==> src/rtl/core/segment_intersection_assert.svh <==
// Assertion macros for the segment intersection RTL.
`ifndef SEGMENT_INTERSECTION_ASSERT_SVH
`define SEGMENT_INTERSECTION_ASSERT_SVH

// Same-cycle implication, checked on every rising edge outside reset.
`define SI_ASSERT_IMP(label, ante, cons) \
  label: assert property (@(posedge clk) disable iff (!rst_n) (ante) |-> (cons)) \
    else $error("segment_intersection assertion failed");

// Next-cycle implication, checked on every rising edge outside reset.
`define SI_ASSERT_NXT(label, ante, cons) \
  label: assert property (@(posedge clk) disable iff (!rst_n) (ante) |=> (cons)) \
    else $error("segment_intersection assertion failed");

`endif

==> src/rtl/core/si_pkg.sv <==
// Shared constants for the segment intersection pipeline.
package si_pkg;

  // Q16.16 quotient format used for both line parameters.
  localparam int Q_W    = 32;
  localparam int Q_FRAC = 16;
  // Quotient bits produced by the divider before saturation.
  localparam int Q_BITS = Q_W + 1;

  localparam logic [Q_W-1:0] Q_MAX = {1'b0, {(Q_W-1){1'b1}}};
  localparam logic [Q_W-1:0] Q_MIN = {1'b1, {(Q_W-1){1'b0}}};

  // Coordinate slots inside the packed coordinate vector.
  localparam int CI_A_START_X = 0;
  localparam int CI_A_START_Y = 1;
  localparam int CI_A_END_X   = 2;
  localparam int CI_A_END_Y   = 3;
  localparam int CI_B_START_X = 4;
  localparam int CI_B_START_Y = 5;
  localparam int CI_B_END_X   = 6;
  localparam int CI_B_END_Y   = 7;
  localparam int NUM_COORDS   = 8;

endpackage

==> src/rtl/core/si_div.sv <==
// Pipelined restoring divider giving a saturated Q16.16 quotient.
module si_div #(
  parameter int NUM_W = 17,
  parameter int SB_W  = 1
) (
  input  logic                          clk,
  input  logic                          rst_n,
  input  logic                          en,
  input  logic                          in_valid,
  input  logic [NUM_W-1:0]              num_mag,
  input  logic [NUM_W-1:0]              den_mag,
  input  logic                          neg,
  input  logic [SB_W-1:0]               in_sb,
  output logic                          out_valid,
  output logic signed [si_pkg::Q_W-1:0] quo,
  output logic [SB_W-1:0]               out_sb
);
  import si_pkg::*;

  localparam int RW  = NUM_W + Q_FRAC;
  localparam int NST = Q_BITS;

  logic [RW-1:0]     rem_r [0:NST];
  logic [NUM_W-1:0]  den_r [0:NST];
  logic [Q_BITS-1:0] quo_r [0:NST];
  logic              neg_r [0:NST];
  logic              ovf_r [0:NST];
  logic              vld_r [0:NST];
  logic [SB_W-1:0]   sb_r  [0:NST];

  logic              vld_o_r;
  logic [Q_W-1:0]    quo_o_r;
  logic [SB_W-1:0]   sb_o_r;
  logic [Q_W-1:0]    quo_nxt;
  logic              big_pos;
  logic              big_neg;

  // Entry stage: scale the dividend and flag quotients of 2^33 or more.
  always_ff @(posedge clk) begin
    if (!rst_n) begin
      vld_r[0] <= 1'b0;
    end else if (en) begin
      vld_r[0] <= in_valid;
    end
  end

  always_ff @(posedge clk) begin
    if (en) begin
      rem_r[0] <= {num_mag, {Q_FRAC{1'b0}}};
      den_r[0] <= den_mag;
      quo_r[0] <= '0;
      neg_r[0] <= neg;
      ovf_r[0] <= (num_mag >> (Q_BITS - Q_FRAC)) >= den_mag;
      sb_r[0]  <= in_sb;
    end
  end

  // One quotient bit per stage, most significant first.
  for (genvar k = 0; k < NST; k++) begin : g_step
    localparam int SH = NST - 1 - k;
    logic          ge;
    logic [RW-1:0] sub_w;

    assign ge    = (rem_r[k] >> SH) >= RW'(den_r[k]);
    assign sub_w = rem_r[k] - (RW'(den_r[k]) << SH);

    always_ff @(posedge clk) begin
      if (!rst_n) begin
        vld_r[k+1] <= 1'b0;
      end else if (en) begin
        vld_r[k+1] <= vld_r[k];
      end
    end

    always_ff @(posedge clk) begin
      if (en) begin
        rem_r[k+1] <= ge ? sub_w : rem_r[k];
        quo_r[k+1] <= {quo_r[k][Q_BITS-2:0], ge};
        den_r[k+1] <= den_r[k];
        neg_r[k+1] <= neg_r[k];
        ovf_r[k+1] <= ovf_r[k];
        sb_r[k+1]  <= sb_r[k];
      end
    end
  end

  assign big_pos = ovf_r[NST] || quo_r[NST][Q_BITS-1] || quo_r[NST][Q_W-1];
  assign big_neg = ovf_r[NST] || quo_r[NST][Q_BITS-1] ||
                   (quo_r[NST][Q_W-1] && (|quo_r[NST][Q_W-2:0]));

  always_comb begin
    if (neg_r[NST]) begin
      quo_nxt = big_neg ? Q_MIN : (Q_W'(0) - quo_r[NST][Q_W-1:0]);
    end else begin
      quo_nxt = big_pos ? Q_MAX : quo_r[NST][Q_W-1:0];
    end
  end

  always_ff @(posedge clk) begin
    if (!rst_n) begin
      vld_o_r <= 1'b0;
    end else if (en) begin
      vld_o_r <= vld_r[NST];
    end
  end

  always_ff @(posedge clk) begin
    if (en) begin
      quo_o_r <= quo_nxt;
      sb_o_r  <= sb_r[NST];
    end
  end

  assign out_valid = vld_o_r;
  assign quo       = $signed(quo_o_r);
  assign out_sb    = sb_o_r;

endmodule

==> config.mk <==
export PLATFORM = sky130hd
export DESIGN_NAME = si_div
export DESIGN_NICKNAME = d
export VERILOG_FILES = /design/src/rtl/core/segment_intersection_assert.svh /design/src/rtl/core/si_pkg.sv /design/src/rtl/core/si_div.sv
export SDC_FILE = /design/constraint.sdc
export NUM_CORES = 2
export LEC_CHECK = 0
export BUFFER_PORTS_ARGS = -buffer_cell sky130_fd_sc_hd__buf_2
export CAP_MARGIN = 10
export CORE_MARGIN = 5
export CORE_UTILIZATION = 40
export DETAILED_ROUTE_END_ITERATION = 10
export PLACE_DENSITY = 0.63
export SLEW_MARGIN = 40
export SYNTH_ARGS = -nofsm -noshare
export SYNTH_HDL_FRONTEND = slang
export SYNTH_SLANG_ARGS = --single-unit
==> constraint.sdc <==
create_clock -name clk -period 3.25 [get_ports clk]
set_clock_uncertainty 0.15 [all_clocks]
set_input_delay 0.8125 -clock clk [delete_from_list [all_inputs] [get_ports clk]]
set_output_delay 0.8125 -clock clk [all_outputs]
set_load 0.1 [all_outputs]
After elaboration in Yosys (flattened, before gate mapping)
Memories as Yosys holds them, arrays and structs flattened. A register that Yosys moved wholly into a read port is not among the register bits.
Cells that the tools add are included.
- output and inout port bits: 34
- bits in registers: 32
- word-level logic and storage cells: 191
- bits in writable memories: 2958
- memories: 7
- input port bits: 40
- add/sub/neg operators: 34
- reductions and logical operators: 6
- mux-type cells: 75
- order comparisons: 34
- bitwise operators: 34
- memories (name ; words ; bits a word ; read ports ; clocked after memory_dff ; write ports ; RTL line ; RTL):
    quo_r ; 34 ; 33 ; 34 ; 0 ; 34 ; si_div.sv:25 ; logic [Q_BITS-1:0] quo_r [0:NST];
    rem_r ; 34 ; 33 ; 33 ; 0 ; 34 ; si_div.sv:23 ; logic [RW-1:0] rem_r [0:NST];
    den_r ; 34 ; 17 ; 33 ; 0 ; 34 ; si_div.sv:24 ; logic [NUM_W-1:0] den_r [0:NST];
    neg_r ; 34 ; 1 ; 34 ; 0 ; 34 ; si_div.sv:26 ; logic neg_r [0:NST];
    ovf_r ; 34 ; 1 ; 34 ; 0 ; 34 ; si_div.sv:27 ; logic ovf_r [0:NST];
    sb_r ; 34 ; 1 ; 34 ; 1 ; 34 ; si_div.sv:29 ; logic [SB_W-1:0] sb_r [0:NST];
    1 more memories ; -- ; -- ; -- ; -- ; -- ; -- ;
- operator list (operator ; number):
    $mux 33 ; 33
    $sub 33x33->33 ; 17
    $mux 32 ; 3
    $mux 1 ; 39
    $or 1x1->1 ; 34
    $ge 33x17->1 ; 1
    $sub 33x17->33 ; 1
    $sub 33x18->33 ; 1
    $sub 33x19->33 ; 1
    $sub 33x20->33 ; 1
    $sub 33x21->33 ; 1
    $sub 33x22->33 ; 1
    $sub 33x23->33 ; 1
    $sub 33x24->33 ; 1
    $sub 33x25->33 ; 1
    $sub 33x26->33 ; 1
    $sub 33x27->33 ; 1
    $sub 33x28->33 ; 1
    $sub 33x29->33 ; 1
    $sub 33x30->33 ; 1
    $sub 33x31->33 ; 1
    $sub 33x32->33 ; 1
    $ge 32x17->1 ; 1
    $sub 1x32->32 const A ; 1
    36 further kinds ; 38

Logic depth before layout (Yosys ltp)
- depth after elaboration: 5
- gate-level depth with buffers: 13

Worst setup path before layout
Ideal clock, no wire load.
- kind: register -> register
- start point: mem den_r[23][0]
- end point: mem rem_r[24][10] (netlist bit), data pin
- cell stages (with the launch flop): 11
- period minus slack after synthesis: 3474 ps
- setup slack: -224 ps
- required time: 2840 ps
- buffers on the path: 1
- arrival time: 3064 ps
- cells stage by stage: edfxtp_1 -> inv_1 -> fa_1 -> a21o_1 -> a21o_1 -> a221o_1 -> a221o_1 -> a2111o_1 -> nand2_1 -> clkbuf_1 -> mux2_2
- RTL lines (item ; RTL line):
    from (decl) ; si_div.sv:24
    to (decl) ; si_div.sv:23

==> flow_results.org <==
** Critical path
- STA puts the critical path data arrival time at 3.81 ns.
- The worst setup path is captured at a flip-flop.
- Worst-path fanout max :: 3
- Depth of the most critical reg-to-reg path :: 11
- The worst setup path is of the reg -> reg kind.
- RR Endpoint :: rem_r[32][31]$_DFFE_PP_
- Type of origin of the critical path :: flip-flop
- The startpoint identified for the worst register-to-register timing path is rem_r[31][21]$_DFFE_PP_.
- Setup slack on the worst reg-to-reg path comes out at -0.16 ns.
- Data required time at the worst endpoint :: 3.66 ns

** Drt
- In this run, the number of DRC markers left after iteration 0 of detailed routing was 2,846.
- Vias per Instance :: 5.04
- After detailed routing, the average wire length per cell comes to 16.8 um.
- Residual DRC count :: 0
- Total wire length after detailed routing :: 170 mm
- For this block, the via count after detailed routing is 50,900.
- First-pass iteration count of the detailed router :: 6
- The detail route stage leaves a number of antenna-violating nets equal to 0.

** Job
- Max-cap violation count :: 0

** Synthesis
- Main synth FF type :: edfxtp_1
- The average instance in the mapped netlist occupies 13.8 sq um.
- Of the synthesized area, sequential elements account for 0.676.
- Proportion of synthesized flip-flops having asynchronous set or reset :: 0
- Number of synthesized flops with an enable pin :: 1,971
- The number of different library cells used by synthesis comes to 83.
- Summing every instance area after synthesis gives 0.0876 sq mm.
- The number of nets in the synthesized netlist is 6,834.
- The synthesized design contains 1,973 register bits.
- For this run, the number of Yosys warnings is 0.
- Count of mapped cells out of synthesis :: 6,339

** Power and ir drop
- Pwr Total :: 76.6 mW
- Combinational share of power :: 0.249
- The internal portion of the total power is 54.5 mW.
- The share of total power dissipated in sequential elements is 0.449.
- In this run the power density over the cells is 734 mW/mm^2.
- The share of total power dissipated in the clock network is 0.302.
- Of the total power, the share spent switching nets is 0.289.
- IR analysis of the VDD net gives a maximum drop of 0.591 mV.
- In this run the power spent charging and discharging nets is 22.1 mW.
- Leakage dissipation :: 40.0 nW

** Timing
- Setup repair after global routing could not meet its margin everywhere.
- The count of pins over their slew limit is 0.
- Highest clock frequency the design can meet :: 294 MHz
- Final Hold Violating Endpoints :: 0
- Tightest Pin Transition :: 0.643 ns
- Number of endpoints failing setup at the final stage :: 52
- In this run the tightest slew margin relative to its limit is 0.567.
- Hold timing on the final database bottoms out at a slack of 0.208 ns.
- For the final routed database, the setup TNS stands at -3.54 ns.
- Of the available clock period, the critical path in the final layout requires 1.05.
- Setup slack of the critical path after layout :: -0.157 ns
- Counting I/O delays and the setup requirement, the final critical path takes 3.41 ns.

** Outcome
- Status :: complete, but fails checks
- The checks that failed: setup timing.

** CTS
- The clock net in this run drives a total of 1,973 sinks.
- The root buffer cell chosen for the clock tree is clkbuf_16.
- No sink is reached through more buffers than the 3 on the longest clock path.
- CTS clock-pin slew for the worst setup and hold paths :: 0.06 ns
- Clock latency on the worst-skew pair, taken at its later pin, is 0.84 ns.
- Clock tree synthesis inserted a total of 207 buffers.
- CTS tree :: built
- H-Tree Depth :: 4

** Placed design
- Count of input and output buffers :: 73
- The congestion estimate from routability-driven global placement came to 0.890.
- Setup Slack @ Placement :: -0.291 ns
- Dpl hpwl :: 121 mm
- Placed cell area :: 0.0954 sq mm

** Cells and area
- At the end of the flow, the number of nets in the layout was 7,592.
- Leaving out fill and tap cells, the most frequent cells in the layout are edfxtp_1, inv_1, buf_4.
- Fraction of layout instances using a drive strength above 1 :: 0.177
- Synthesis-to-finish area growth :: 19.1%
- Final instance area :: 0.104 sq mm
- Leaving out fill and tap cells, the most frequent cell in the layout is edfxtp_1.

** Die
- For this configuration, the core starts out at a cell density of 0.403.
- FP Rows :: 171
- Horizontal die dimension :: 478 um
- The core region is 0.218 sq mm.
- The die covers 0.229 sq mm.
- In this run the vertical extent of the chip is 478 um.
- In this run the count of I/O pins placed on the die edge is 74.

** Global route
- Number of antenna violations at the first check in global routing :: 2
- Global Route Usage Sum :: 0.145
- Leftover overflow at the end of global routing :: 0
- First-pass GRT wire length :: 271 mm
- The number of global-route vias before repair is 51,300.
- Entering global routing, the biggest net connects 99 pins.

** Min path
- Class of the tightest hold or removal check :: in -> reg
- Hold path depth :: 2
- The startpoint identified for the worst hold timing path is in_valid.
- For hold timing, the worst endpoint is vld_r[0]$_DFFE_PP_.
==> flip-flops by register name, indices dropped and copies added (netlist names), 32 cells and up <==
signal  flops
den_r     561
rem_r     681
vld_r      34
quo        32
ovf_r      34
neg_r      34
quo_r     561
sb_r       34
==> power by group through the flow <==
stage / clock [mW] / sequential [mW] / combinational, mW
2_1_floorplan: 0 / 34.1 / 12.0
3_3_place_gp: 0 / 34.8 / 17.2
3_5_place_dp: 0 / 34.9 / 17.5
4_1_cts: 23.9 / 34.4 / 18.0
5_1_grt: 25.0 / 34.7 / 21.2
6_report: 23.1 / 34.4 / 19.1
==> critical path, cell delays in order (launching register included) <==
cell and delay, ns:
edfxtp_1 0.40, or4_4 0.55, or4_4 0.42, or4_4 0.43
or3_4 0.36, nor2_4 0.12, nand2_4 0.08, nor3_4 0.15
buf_4 0.14, inv_2 0.03, and4b_1 0.18, xor2_1 0.13
==> cell usage after synthesis, drive strengths merged, types with 28 or more instances <==
cell type / count / share of area
a211oi: 33 / 0.0028
a21o: 147 / 0.013
a21oi: 354 / 0.020
a31oi: 41 / 0.0029
and3: 57 / 0.0041
clkbuf: 98 / 0.0042
edfxtp: 1971 / 0.68
fa: 30 / 0.0069
ha: 425 / 0.061
inv: 561 / 0.024
mux2: 112 / 0.014
mux2i: 33 / 0.0038
nand2: 409 / 0.018
nand2b: 78 / 0.0056
nand3: 78 / 0.0045
nand4: 62 / 0.0044
nor2: 320 / 0.014
nor2b: 85 / 0.0061
nor3: 113 / 0.0066
nor4: 84 / 0.0061
o21a: 51 / 0.0044
o21ai: 375 / 0.021
o21bai: 38 / 0.0033
or3: 28 / 0.0021
or4: 29 / 0.0026
xnor2: 217 / 0.022
xor2: 208 / 0.021
==> layout make-up <==
cell class | instances | area [sq um]
multi-input cells | 3694 | 27100
diodes | 2 | 5.00
clock buffers | 249 | 5360
flip-flops and latches | 1973 | 59200
inverters | 562 | 2120
well taps | 2854 | 3570
clock inverters | 121 | 1360
repair buffers | 659 | 5570
fillers | 18600 | 113000
==> kinds of logic (layout without fill, tap and decap cells) <==
| group | after synthesis | in the layout | synth area share |
|---|---|---|---|
| flops | 1973 | 1973 | 0.676 |
| simple gates | 1436 | 1436 | 0.0810 |
| compound gates | 1233 | 1233 | 0.0862 |
| buf+inv | 672 | 1591 | 0.0289 |
| fa+ha+maj | 455 | 455 | 0.0675 |
| xor+xnor | 425 | 425 | 0.0425 |
| mux | 145 | 145 | 0.0182 |
| other cells | 0 | 2 | 0 |
==> how the worst max path moves through the flow <==
stage | slack, ns | endpoint | cells after the start | start
final | -0.16 | rem_r[32][31]$_DFFE_PP_ | 11 | rem_r[31][21]$_DFFE_PP_
after floorplan | -0.13 | rem_r[32][31]$_DFFE_PP_ | 10 | rem_r[31][21]$_DFFE_PP_
after CTS | -0.15 | rem_r[32][32]$_DFFE_PP_ | 10 | rem_r[31][21]$_DFFE_PP_
after detailed placement | -0.29 | rem_r[24][29]$_DFFE_PP_ | 12 | den_r[23][0]$_DFFE_PP_
after global placement | -0.20 | rem_r[24][29]$_DFFE_PP_ | 12 | den_r[23][0]$_DFFE_PP_
after global routing | -0.23 | rem_r[32][31]$_DFFE_PP_ | 11 | rem_r[31][21]$_DFFE_PP_
==> routing by layer <==
| layer | wire length [um] | GRT usage |
|---|---|---|
| met2 | 86100 | 0.257 |
| met3 | 6570 | 0.0255 |
| met1 | 72500 | 0.180 |
| met5 | 0 | 0 |
| met4 | 5280 | 0.0489 |
==> stage by stage <==
step,instances,utilization
2_1_floorplan,6339,-
3_3_place_gp,9641,0.438
3_5_place_dp,9642,0.439
4_1_cts,10100,0.473
5_1_grt,10100,0.480
6_report,10100,0.480
==> what timing repair did <==
action                                 in CTS  in global routing
buffers inserted                           11                 48
pin swaps                                  34                 95
gates cloned                                1                  6
hold buffers                               36                  0
setup endpoints to repair                 171                327
resized for setup                         102                234
endpoints found under the hold margin      36                  0
(Power assumes the default switching activity.)
