### src/rtl/core/segment_intersection_assert.svh
// Assertion macros for the segment intersection RTL.
`ifndef SEGMENT_INTERSECTION_ASSERT_SVH
`define SEGMENT_INTERSECTION_ASSERT_SVH

// Same-cycle implication, checked on every rising edge outside reset.
`define SI_ASSERT_IMP(label, ante, cons) \
  label: assert property (@(posedge clk) disable iff (!rst_n) (ante) |-> (cons)) \
    else $error("segment_intersection assertion failed");

// Next-cycle implication, checked on every rising edge outside reset.
`define SI_ASSERT_NXT(label, ante, cons) \
  label: assert property (@(posedge clk) disable iff (!rst_n) (ante) |=> (cons)) \
    else $error("segment_intersection assertion failed");

`endif

### src/rtl/core/si_pkg.sv
// Shared constants for the segment intersection pipeline.
package si_pkg;

  // Q16.16 quotient format used for both line parameters.
  localparam int Q_W    = 32;
  localparam int Q_FRAC = 16;
  // Quotient bits produced by the divider before saturation.
  localparam int Q_BITS = Q_W + 1;

  localparam logic [Q_W-1:0] Q_MAX = {1'b0, {(Q_W-1){1'b1}}};
  localparam logic [Q_W-1:0] Q_MIN = {1'b1, {(Q_W-1){1'b0}}};

  // Coordinate slots inside the packed coordinate vector.
  localparam int CI_A_START_X = 0;
  localparam int CI_A_START_Y = 1;
  localparam int CI_A_END_X   = 2;
  localparam int CI_A_END_Y   = 3;
  localparam int CI_B_START_X = 4;
  localparam int CI_B_START_Y = 5;
  localparam int CI_B_END_X   = 6;
  localparam int CI_B_END_Y   = 7;
  localparam int NUM_COORDS   = 8;

endpackage

### src/rtl/core/si_point.sv
// Crossing point, extent test and saturation stages of the pipeline.
module si_point #(
  parameter int COORD_WIDTH = 16
) (
  input  logic                          clk,
  input  logic                          rst_n,
  input  logic                          en,
  input  logic                          in_valid,
  input  logic signed [si_pkg::Q_W-1:0] n_in,
  input  logic                          meet_in,
  input  logic [8*COORD_WIDTH-1:0]      crd_in,
  output logic                          out_valid,
  output logic                          lines_meet,
  output logic                          hit,
  output logic signed [COORD_WIDTH-1:0] point_x,
  output logic signed [COORD_WIDTH-1:0] point_y
);
  import si_pkg::*;

  localparam int W   = COORD_WIDTH;
  localparam int D   = W + 1;
  localparam int PW  = D + Q_W;
  localparam int TW  = PW - Q_FRAC;
  localparam int PXW = D + Q_FRAC + 1;
  localparam logic signed [PXW-1:0] SAT_HI = PXW'((64'sd1 <<< (W - 1)) - 64'sd1);
  localparam logic signed [PXW-1:0] SAT_LO = PXW'(-(64'sd1 <<< (W - 1)));

  function automatic logic signed [W-1:0] crd_f(input logic [8*W-1:0] v, input int idx);
    crd_f = $signed(v[idx*W +: W]);
  endfunction

  function automatic logic within_f(input logic signed [PXW-1:0] e1,
                                    input logic signed [PXW-1:0] e2,
                                    input logic signed [PXW-1:0] v);
    logic signed [PXW-1:0] lo;
    logic signed [PXW-1:0] hi;
    lo = (e1 <= e2) ? e1 : e2;
    hi = (e1 <= e2) ? e2 : e1;
    within_f = (lo <= v) && (v <= hi);
  endfunction

  function automatic logic signed [PW-Q_FRAC-1:0] drop_f(input logic signed [PW-1:0] p);
    logic signed [PW-1:0] adj;
    adj = p + (p[PW-1] ? PW'((64'sd1 <<< Q_FRAC) - 64'sd1) : PW'(0));
    drop_f = adj[PW-1:Q_FRAC];
  endfunction

  function automatic logic signed [W-1:0] sat_f(input logic signed [PXW-1:0] v);
    if (v > SAT_HI) begin
      sat_f = SAT_HI[W-1:0];
    end else if (v < SAT_LO) begin
      sat_f = SAT_LO[W-1:0];
    end else begin
      sat_f = v[W-1:0];
    end
  endfunction

  // Stage A: direction of B times the parameter n.
  logic                  pa_vld_r;
  logic                  pa_meet_r;
  logic [8*W-1:0]        pa_crd_r;
  logic signed [PW-1:0]  pa_px_r;
  logic signed [PW-1:0]  pa_py_r;
  logic signed [D-1:0]   ddx;
  logic signed [D-1:0]   ddy;

  // Stage B: full-precision crossing point.
  logic                  pb_vld_r;
  logic                  pb_meet_r;
  logic [8*W-1:0]        pb_crd_r;
  logic signed [PXW-1:0] pb_px_r;
  logic signed [PXW-1:0] pb_py_r;
  logic signed [PXW-1:0] px_nxt;
  logic signed [PXW-1:0] py_nxt;

  // Stage C: result register.
  logic                  pc_vld_r;
  logic                  pc_meet_r;
  logic                  pc_hit_r;
  logic signed [W-1:0]   pc_px_r;
  logic signed [W-1:0]   pc_py_r;
  logic                  hit_nxt;

  assign ddx = D'(crd_f(crd_in, CI_B_END_X)) - D'(crd_f(crd_in, CI_B_START_X));
  assign ddy = D'(crd_f(crd_in, CI_B_END_Y)) - D'(crd_f(crd_in, CI_B_START_Y));

  assign px_nxt = PXW'(crd_f(pa_crd_r, CI_B_START_X)) + PXW'(drop_f(pa_px_r));
  assign py_nxt = PXW'(crd_f(pa_crd_r, CI_B_START_Y)) + PXW'(drop_f(pa_py_r));

  assign hit_nxt =
    within_f(PXW'(crd_f(pb_crd_r, CI_A_START_X)), PXW'(crd_f(pb_crd_r, CI_A_END_X)), pb_px_r) &&
    within_f(PXW'(crd_f(pb_crd_r, CI_A_START_Y)), PXW'(crd_f(pb_crd_r, CI_A_END_Y)), pb_py_r) &&
    within_f(PXW'(crd_f(pb_crd_r, CI_B_START_X)), PXW'(crd_f(pb_crd_r, CI_B_END_X)), pb_px_r) &&
    within_f(PXW'(crd_f(pb_crd_r, CI_B_START_Y)), PXW'(crd_f(pb_crd_r, CI_B_END_Y)), pb_py_r);

  always_ff @(posedge clk) begin
    if (!rst_n) begin
      pa_vld_r <= 1'b0;
      pb_vld_r <= 1'b0;
      pc_vld_r <= 1'b0;
    end else if (en) begin
      pa_vld_r <= in_valid;
      pb_vld_r <= pa_vld_r;
      pc_vld_r <= pb_vld_r;
    end
  end

  always_ff @(posedge clk) begin
    if (en) begin
      pa_meet_r <= meet_in;
      pa_crd_r  <= crd_in;
      pa_px_r   <= PW'(ddx) * PW'(n_in);
      pa_py_r   <= PW'(ddy) * PW'(n_in);
      pb_meet_r <= pa_meet_r;
      pb_crd_r  <= pa_crd_r;
      pb_px_r   <= px_nxt;
      pb_py_r   <= py_nxt;
      pc_meet_r <= pb_meet_r;
      pc_hit_r  <= pb_meet_r && hit_nxt;
      pc_px_r   <= pb_meet_r ? sat_f(pb_px_r) : W'(0);
      pc_py_r   <= pb_meet_r ? sat_f(pb_py_r) : W'(0);
    end
  end

  assign out_valid  = pc_vld_r;
  assign lines_meet = pc_meet_r;
  assign hit        = pc_hit_r;
  assign point_x    = pc_px_r;
  assign point_y    = pc_py_r;

endmodule

### config.mk
export PLATFORM = sky130hd
export DESIGN_NAME = si_point
export DESIGN_NICKNAME = d
export VERILOG_FILES = /design/src/rtl/core/segment_intersection_assert.svh /design/src/rtl/core/si_pkg.sv /design/src/rtl/core/si_point.sv
export SDC_FILE = /design/constraint.sdc
export NUM_CORES = 2
export LEC_CHECK = 0
export BUFFER_PORTS_ARGS = -buffer_cell sky130_fd_sc_hd__clkbuf_2
export CAP_MARGIN = 10
export CELL_PAD_IN_SITES_DETAIL_PLACEMENT = 0
export CELL_PAD_IN_SITES_GLOBAL_PLACEMENT = 1
export CORE_MARGIN = 1
export CORE_UTILIZATION = 47
export DETAILED_ROUTE_END_ITERATION = 16
export PLACE_DENSITY = 0.87
export RECOVER_POWER = 25
export SYNTH_ARGS = -nofsm -noshare
export SYNTH_HDL_FRONTEND = slang
export SYNTH_SLANG_ARGS = --single-unit
### constraint.sdc
create_clock -name clk -period 8.27 [get_ports clk]
set_input_delay 0.4135 -clock clk [delete_from_list [all_inputs] [get_ports clk]]
set_output_delay 0.4135 -clock clk [all_outputs]
set_load 0.1 [all_outputs]
; Yosys cells after proc, flatten, opt, wreduce, memory -nomap -nowiden
; Index checks and enable logic that the tools add are counted.
; Widths: inputs -> output; s select.
[word_totals]
inputBits = 165
regBits = 461
elab_cells = 66
output_inout_bits = 35
[classes]
n_mul = 2
reduce_logical = 10
n_mux = 14
bitwise_logic = 1
n_addsub = 6
n_lt_le_gt_ge = 16
[op_table]
columns = op, n
row1 = $le 34x34->1, 8
row2 = $mux 34, 8
row3 = $add 49x17->49, 2
row4 = $mul 17x32->49, 2
row5 = $add 16x33->34, 2
row6 = $gt 34x16->1 const B, 2
row7 = $lt 34x16->1 const B, 2
row8 = $le 16x16->1, 4
row9 = $mux 16, 4
row10 = $sub 16x16->17, 2
row11 = $mux 15, 2
row12 = $logic_and 1x1->1, 8
row13 = $reduce_or 2->1, 2
row14 = $not 1->1, 1

; Logic depth before layout (Yosys ltp)
[depth]
word_depth = 8
ltp_mapped = 36
depth_no_buf = 35

; Worst setup path after synthesis
; Ideal clock, no wire load.
[synth_path]
path_type = input to register
startpoint = input port crd_in[112]
endpoint = register pa_py_r[47] (data pin)
n_path_buf = 1
t_arrival_ps = 8079
setup_ps = 258
cell_stages = 34
setup_slack_ps = -67
required_time_ps = 8012
cell_sequence = inv_1 -> ha_1 -> fa_1 -> nor2b_1 -> o21ai_0 -> nand2b_1 -> a31oi_1 -> a211o_1 -> o21ai_0 -> o21a_1 -> nor2_1 -> xnor2_1 -> clkbuf_1 -> nand2_1 -> fa_1 -> inv_1 -> fa_1 -> fa_1 -> fa_1 -> fa_1 -> inv_1 -> fa_1 -> inv_1 -> ha_1 -> and3_1 -> a221oi_2 -> a21oi_2 -> a2111oi_4 -> o31a_4 -> a31oi_4 -> a211o_2 -> and4_1 -> a41oi_2 -> xnor2_1
[synth_between]
elab_chain_cells = 2
[synth_lines]
columns = element, line_no
row1 = "start, declared", si_point.sv:11  ; input logic [8*COORD_WIDTH-1:0] crd_in,
row2 = $sub 16x16->17, si_point.sv:85  ; assign ddy = D'(crd_f(crd_in, CI_B_END_Y)) - D'(crd_f(crd_in, CI_B_START_Y));
row3 = $mul 17x32->49, si_point.sv:113  ; pa_py_r <= PW'(ddy) * PW'(n_in);
row4 = "end signal, assigned", si_point.sv:113
row5 = "end, declared", si_point.sv:63  ; logic signed [PW-1:0] pa_py_r;
; No other way between the ends.
; A chain may end at the register's enable or synchronous reset.

; Final worst setup path
[layout_path]
startpoint = input port crd_in[70]
endpoint = register pa_px_r[45] (data pin)
[layout_between]
elab_chain_cells = 2
[layout_lines]
columns = element, line_no
row1 = $sub 16x16->17, si_point.sv:84  ; assign ddx = D'(crd_f(crd_in, CI_B_END_X)) - D'(crd_f(crd_in, CI_B_START_X));
row2 = $mul 17x32->49, si_point.sv:112  ; pa_px_r <= PW'(ddx) * PW'(n_in);
row3 = "end signal, assigned", si_point.sv:112
row4 = "end, declared", si_point.sv:62  ; logic signed [PW-1:0] pa_px_r;
; No other way between the ends.

==> summary.md <==
| Metric | Value |
|---|---|
| First-pass GRT wire length | `about 270000 um` |
| Seq/Total Area, Yosys | `between 20% and 30%` |
| Syn_area_per_cell | `between 9 and 10 um2` |
| Slew Limit Fails | `0` |
| Synthesized cell area | `between 60000 and 70000 um2` |
| # DRC | `0` |
| GRT Total Usage | `about a quarter` |
| Cell seen most often among critical-path stages | `fa_1` |
| Max FO, Critical Path | `6` |
| Final hold vios | `0` |
| Kind of critical path | `input pin to register` |
| HPWL Detailed | `about 140000 um` |
| # IOs | `200` |
| TritonCTS Buffers | `50` |
| CTS tree | `done` |
| Vias in the first global route | `51461` |
| Average wire per standard cell | `between 15 and 20 um` |
| Crit-path max cell delay | `about 0.52 ns` |
| Hold WC Path Type | `input pin to register` |
| DRT antenna net count | `0` |
| CORE AREA | `about 140000 um2` |
| Yosys cell types | `around 80` |
| Final Cycle Share | `between 90% and 100%` |
| Clk_skew | `~0.042 ns` |
| Die footprint | `about 140000 um2` |
| Final min period | `a little over 8 ns` |
| Clk Latency, worst-skew pair | `~0.63 ns` |
| Num rows | `138` |
| Most common library cell in the layout ignoring fill and taps | `inv_1` |
| Reg2reg setup slack | `1.69 ns` |
| Slew HR | `between 30 and 40%` |
| Largest net degree at the start of global routing | `170` |
| DR iter-0 viols | `3379` |
| Worst endpoint required time | `roughly 8.6 ns` |
| Yosys top cell area share | `31.1%` |
| Cells after Synth | `just under 7000` |
| Final nets | `just over 9000` |
| Final wirelength | `approximately 170000 um` |
| Clock-pin slew on the worst setup and hold paths | `0.06 ns` |
| Ys async rst share | `0%` |
| DR vias | `49614` |
| Layout cells sized above 1 | `between 10% and 20%` |
| Clock Sinks | `~460` |
| Synth Flop Type | `edfxtp_1` |
| Slowest-stage cell, CP | `dlygate4sd3_1` |
| Vias per cell | `5.31` |
| Arrival time at the worst endpoint | `approximately 8.5 ns` |
| Crit start category | `input pin` |
| Max cap viols | `0` |
| Synth warnings | `0` |
| Synth area leaders | `fa_1, edfxtp_1, ha_1` |
| Grt ovf | `0` |
| EDFF count, synth | `458` |
| Area grow syn2layout | `14.3%` |
| Seq cells post-synth | `roughly 460` |
| Unrepaired setup endpoints after global routing | `yes` |
| Drt first pass iters | `6` |
| Worst r2r src | `pa_py_r[48]` |
| PortBufs | `about 200` |
| Initial antenna violation count | `11` |
| Dominant cell type by area after synthesis | `fa_1` |
| CTS root buf | `clkbuf_16` |
| Crit. End Element | `register` |
| Worst Reg2Reg Path Length in Cells | `22` |
| Die H | `380 um` |
| Longest Clk Path Bufs | `3` |
| Most frequent cells in the layout | `inv_1, fa_1, nand2_1` |
| Gp weighted congestion | `between 0.9 and 1` |
| Measured slew at the worst slew-check pin | `0.996 ns` |
| DIE WIDTH | `380 um` |
| CP Capture Point | `pa_px_r[45]` |
| Status | `completed` |
| Syn nets | `about 8800` |
| Reg2reg end | `pb_py_r[32]` |
| Achievable clock frequency | `123 MHz` |
| Total Neg Setup Slack | `0 ns` |
| Worst setup path start | `crd_in[70]` |
| H-tree Lvls | `2` |
| Final setup viols | `0` |
| Initial Utilization | `between 40% and 50%` |
==> through the flow <==
step                worst slack [ns]  utilization (%)  area (um2)  hold WS [ns]  instances
global route                  -0.171             54.2       76800        0.0275       9339
detailed placement            -0.805             51.8       73500         0.405       9137
CTS                          0.00100             53.6       76000      0.000901       9312
finish                         0.149             54.2       76800        0.0337       9341
floorplan                     0.0168                -       67200         0.400       6855
global placement              -0.654             51.8       73500         0.402       9137
==> timing repair <==
| action | CTS | global route |
|---|---|---|
| resized for setup | 13 | 116 |
| pin swaps | 5 | 81 |
| setup endpoints to repair | 11 | 35 |
| setup buffers | 1 | 20 |
| cloned | 0 | 6 |
| hold endpoints to repair | 81 | 0 |
| hold buffers | 81 | 0 |
==> critical path, delay by kind of cell <==
family	cells	cell delay, ns
compound gates	12	2.40
fa+ha+maj	8	3.45
xor+xnor	2	0.26
simple gates	4	0.63
buf+inv	9	1.27
==> state kept, by name, summed over array words and instances (netlist names), 16 cells and up <==
signal	cells
pa_px_r	49
point_x	16
pb_crd_r	128
point_y	16
pb_py_r	34
pa_crd_r	128
pb_px_r	34
pa_py_r	49
==> logic make-up (layout without fill, tap and decap cells) <==
| family | after synthesis | after routing | synth area share (%) |
|---|---|---|---|
| AND/OR/NAND/NOR | 1832 | 1832 | 13.1 |
| adder cells (fa/ha/maj) | 1740 | 1740 | 44.1 |
| buffers and inverters | 1651 | 2242 | 9.24 |
| AO/OA/AOI/OAI | 788 | 788 | 7.72 |
| flip-flops | 461 | 461 | 20.5 |
| XOR/XNOR | 246 | 248 | 3.20 |
| multiplexers | 137 | 137 | 2.16 |
| other | 0 | 3 | 0 |
==> worst min path at each step <==
stage | start | endpoint | slack (ns) | cells after the start
6_report | crd_in[112] | pa_crd_r[112] | 0.03 | 1
5_1_grt | crd_in[112] | pa_crd_r[112] | 0.03 | 1
4_1_cts | crd_in[72] | pa_crd_r[72] | 0.0009 | 1
3_5_place_dp | pa_crd_r[43] | pb_crd_r[43] | 0.41 | 0
3_3_place_gp | pa_crd_r[126] | pb_crd_r[126] | 0.40 | 0
2_1_floorplan | pa_crd_r[0] | pb_crd_r[0] | 0.40 | 0
==> Yosys cell counts (19+ instances only) <==
master and n:
edfxtp_1 458, a31oi_1 19, xnor2_1 189, nand2b_1 34, o21bai_1 32, o21ai_0 126, mux2_2 66, fa_1 1046
o211ai_1 22, clkbuf_1 212, nand3_1 67, a211oi_1 27, nor3_1 45, and2_1 257, inv_1 1424, xor2_1 57
nor2_1 255, mux2i_1 71, and3_1 31, nand4_1 105, a21o_1 163, a21oi_1 238, ha_1 694, nand2_1 787
o21a_1 38, nor2b_1 183
==> metal layers <==
layer  up-vias  GRT usage, %  part of all wire [%]
met4         8          7.21                   3.3
li1      22967             -                     -
met2      1351          39.8                    48
met1     25032          32.4                    43
met3       256          2.64                   5.7
met5         -             0                 0.025
==> layout make-up <==
| cell class | instances | area [um2] |
|---|---|---|
| Antenna cell | 3 | 7.51 |
| Sequential cell | 461 | 13800 |
| Tap cell | 1890 | 2360 |
| Clock buffer | 55 | 1300 |
| Fill cell | 12341 | 64900 |
| Multi-Input combinational cell | 4745 | 48000 |
| Clock inverter | 38 | 384 |
| Timing Repair Buffer | 725 | 5590 |
| Inverter | 1424 | 5350 |
Power is left out: the tool's default activity adds up to more than one toggle a clock period on the data nets, which glitch-free logic cannot reach.
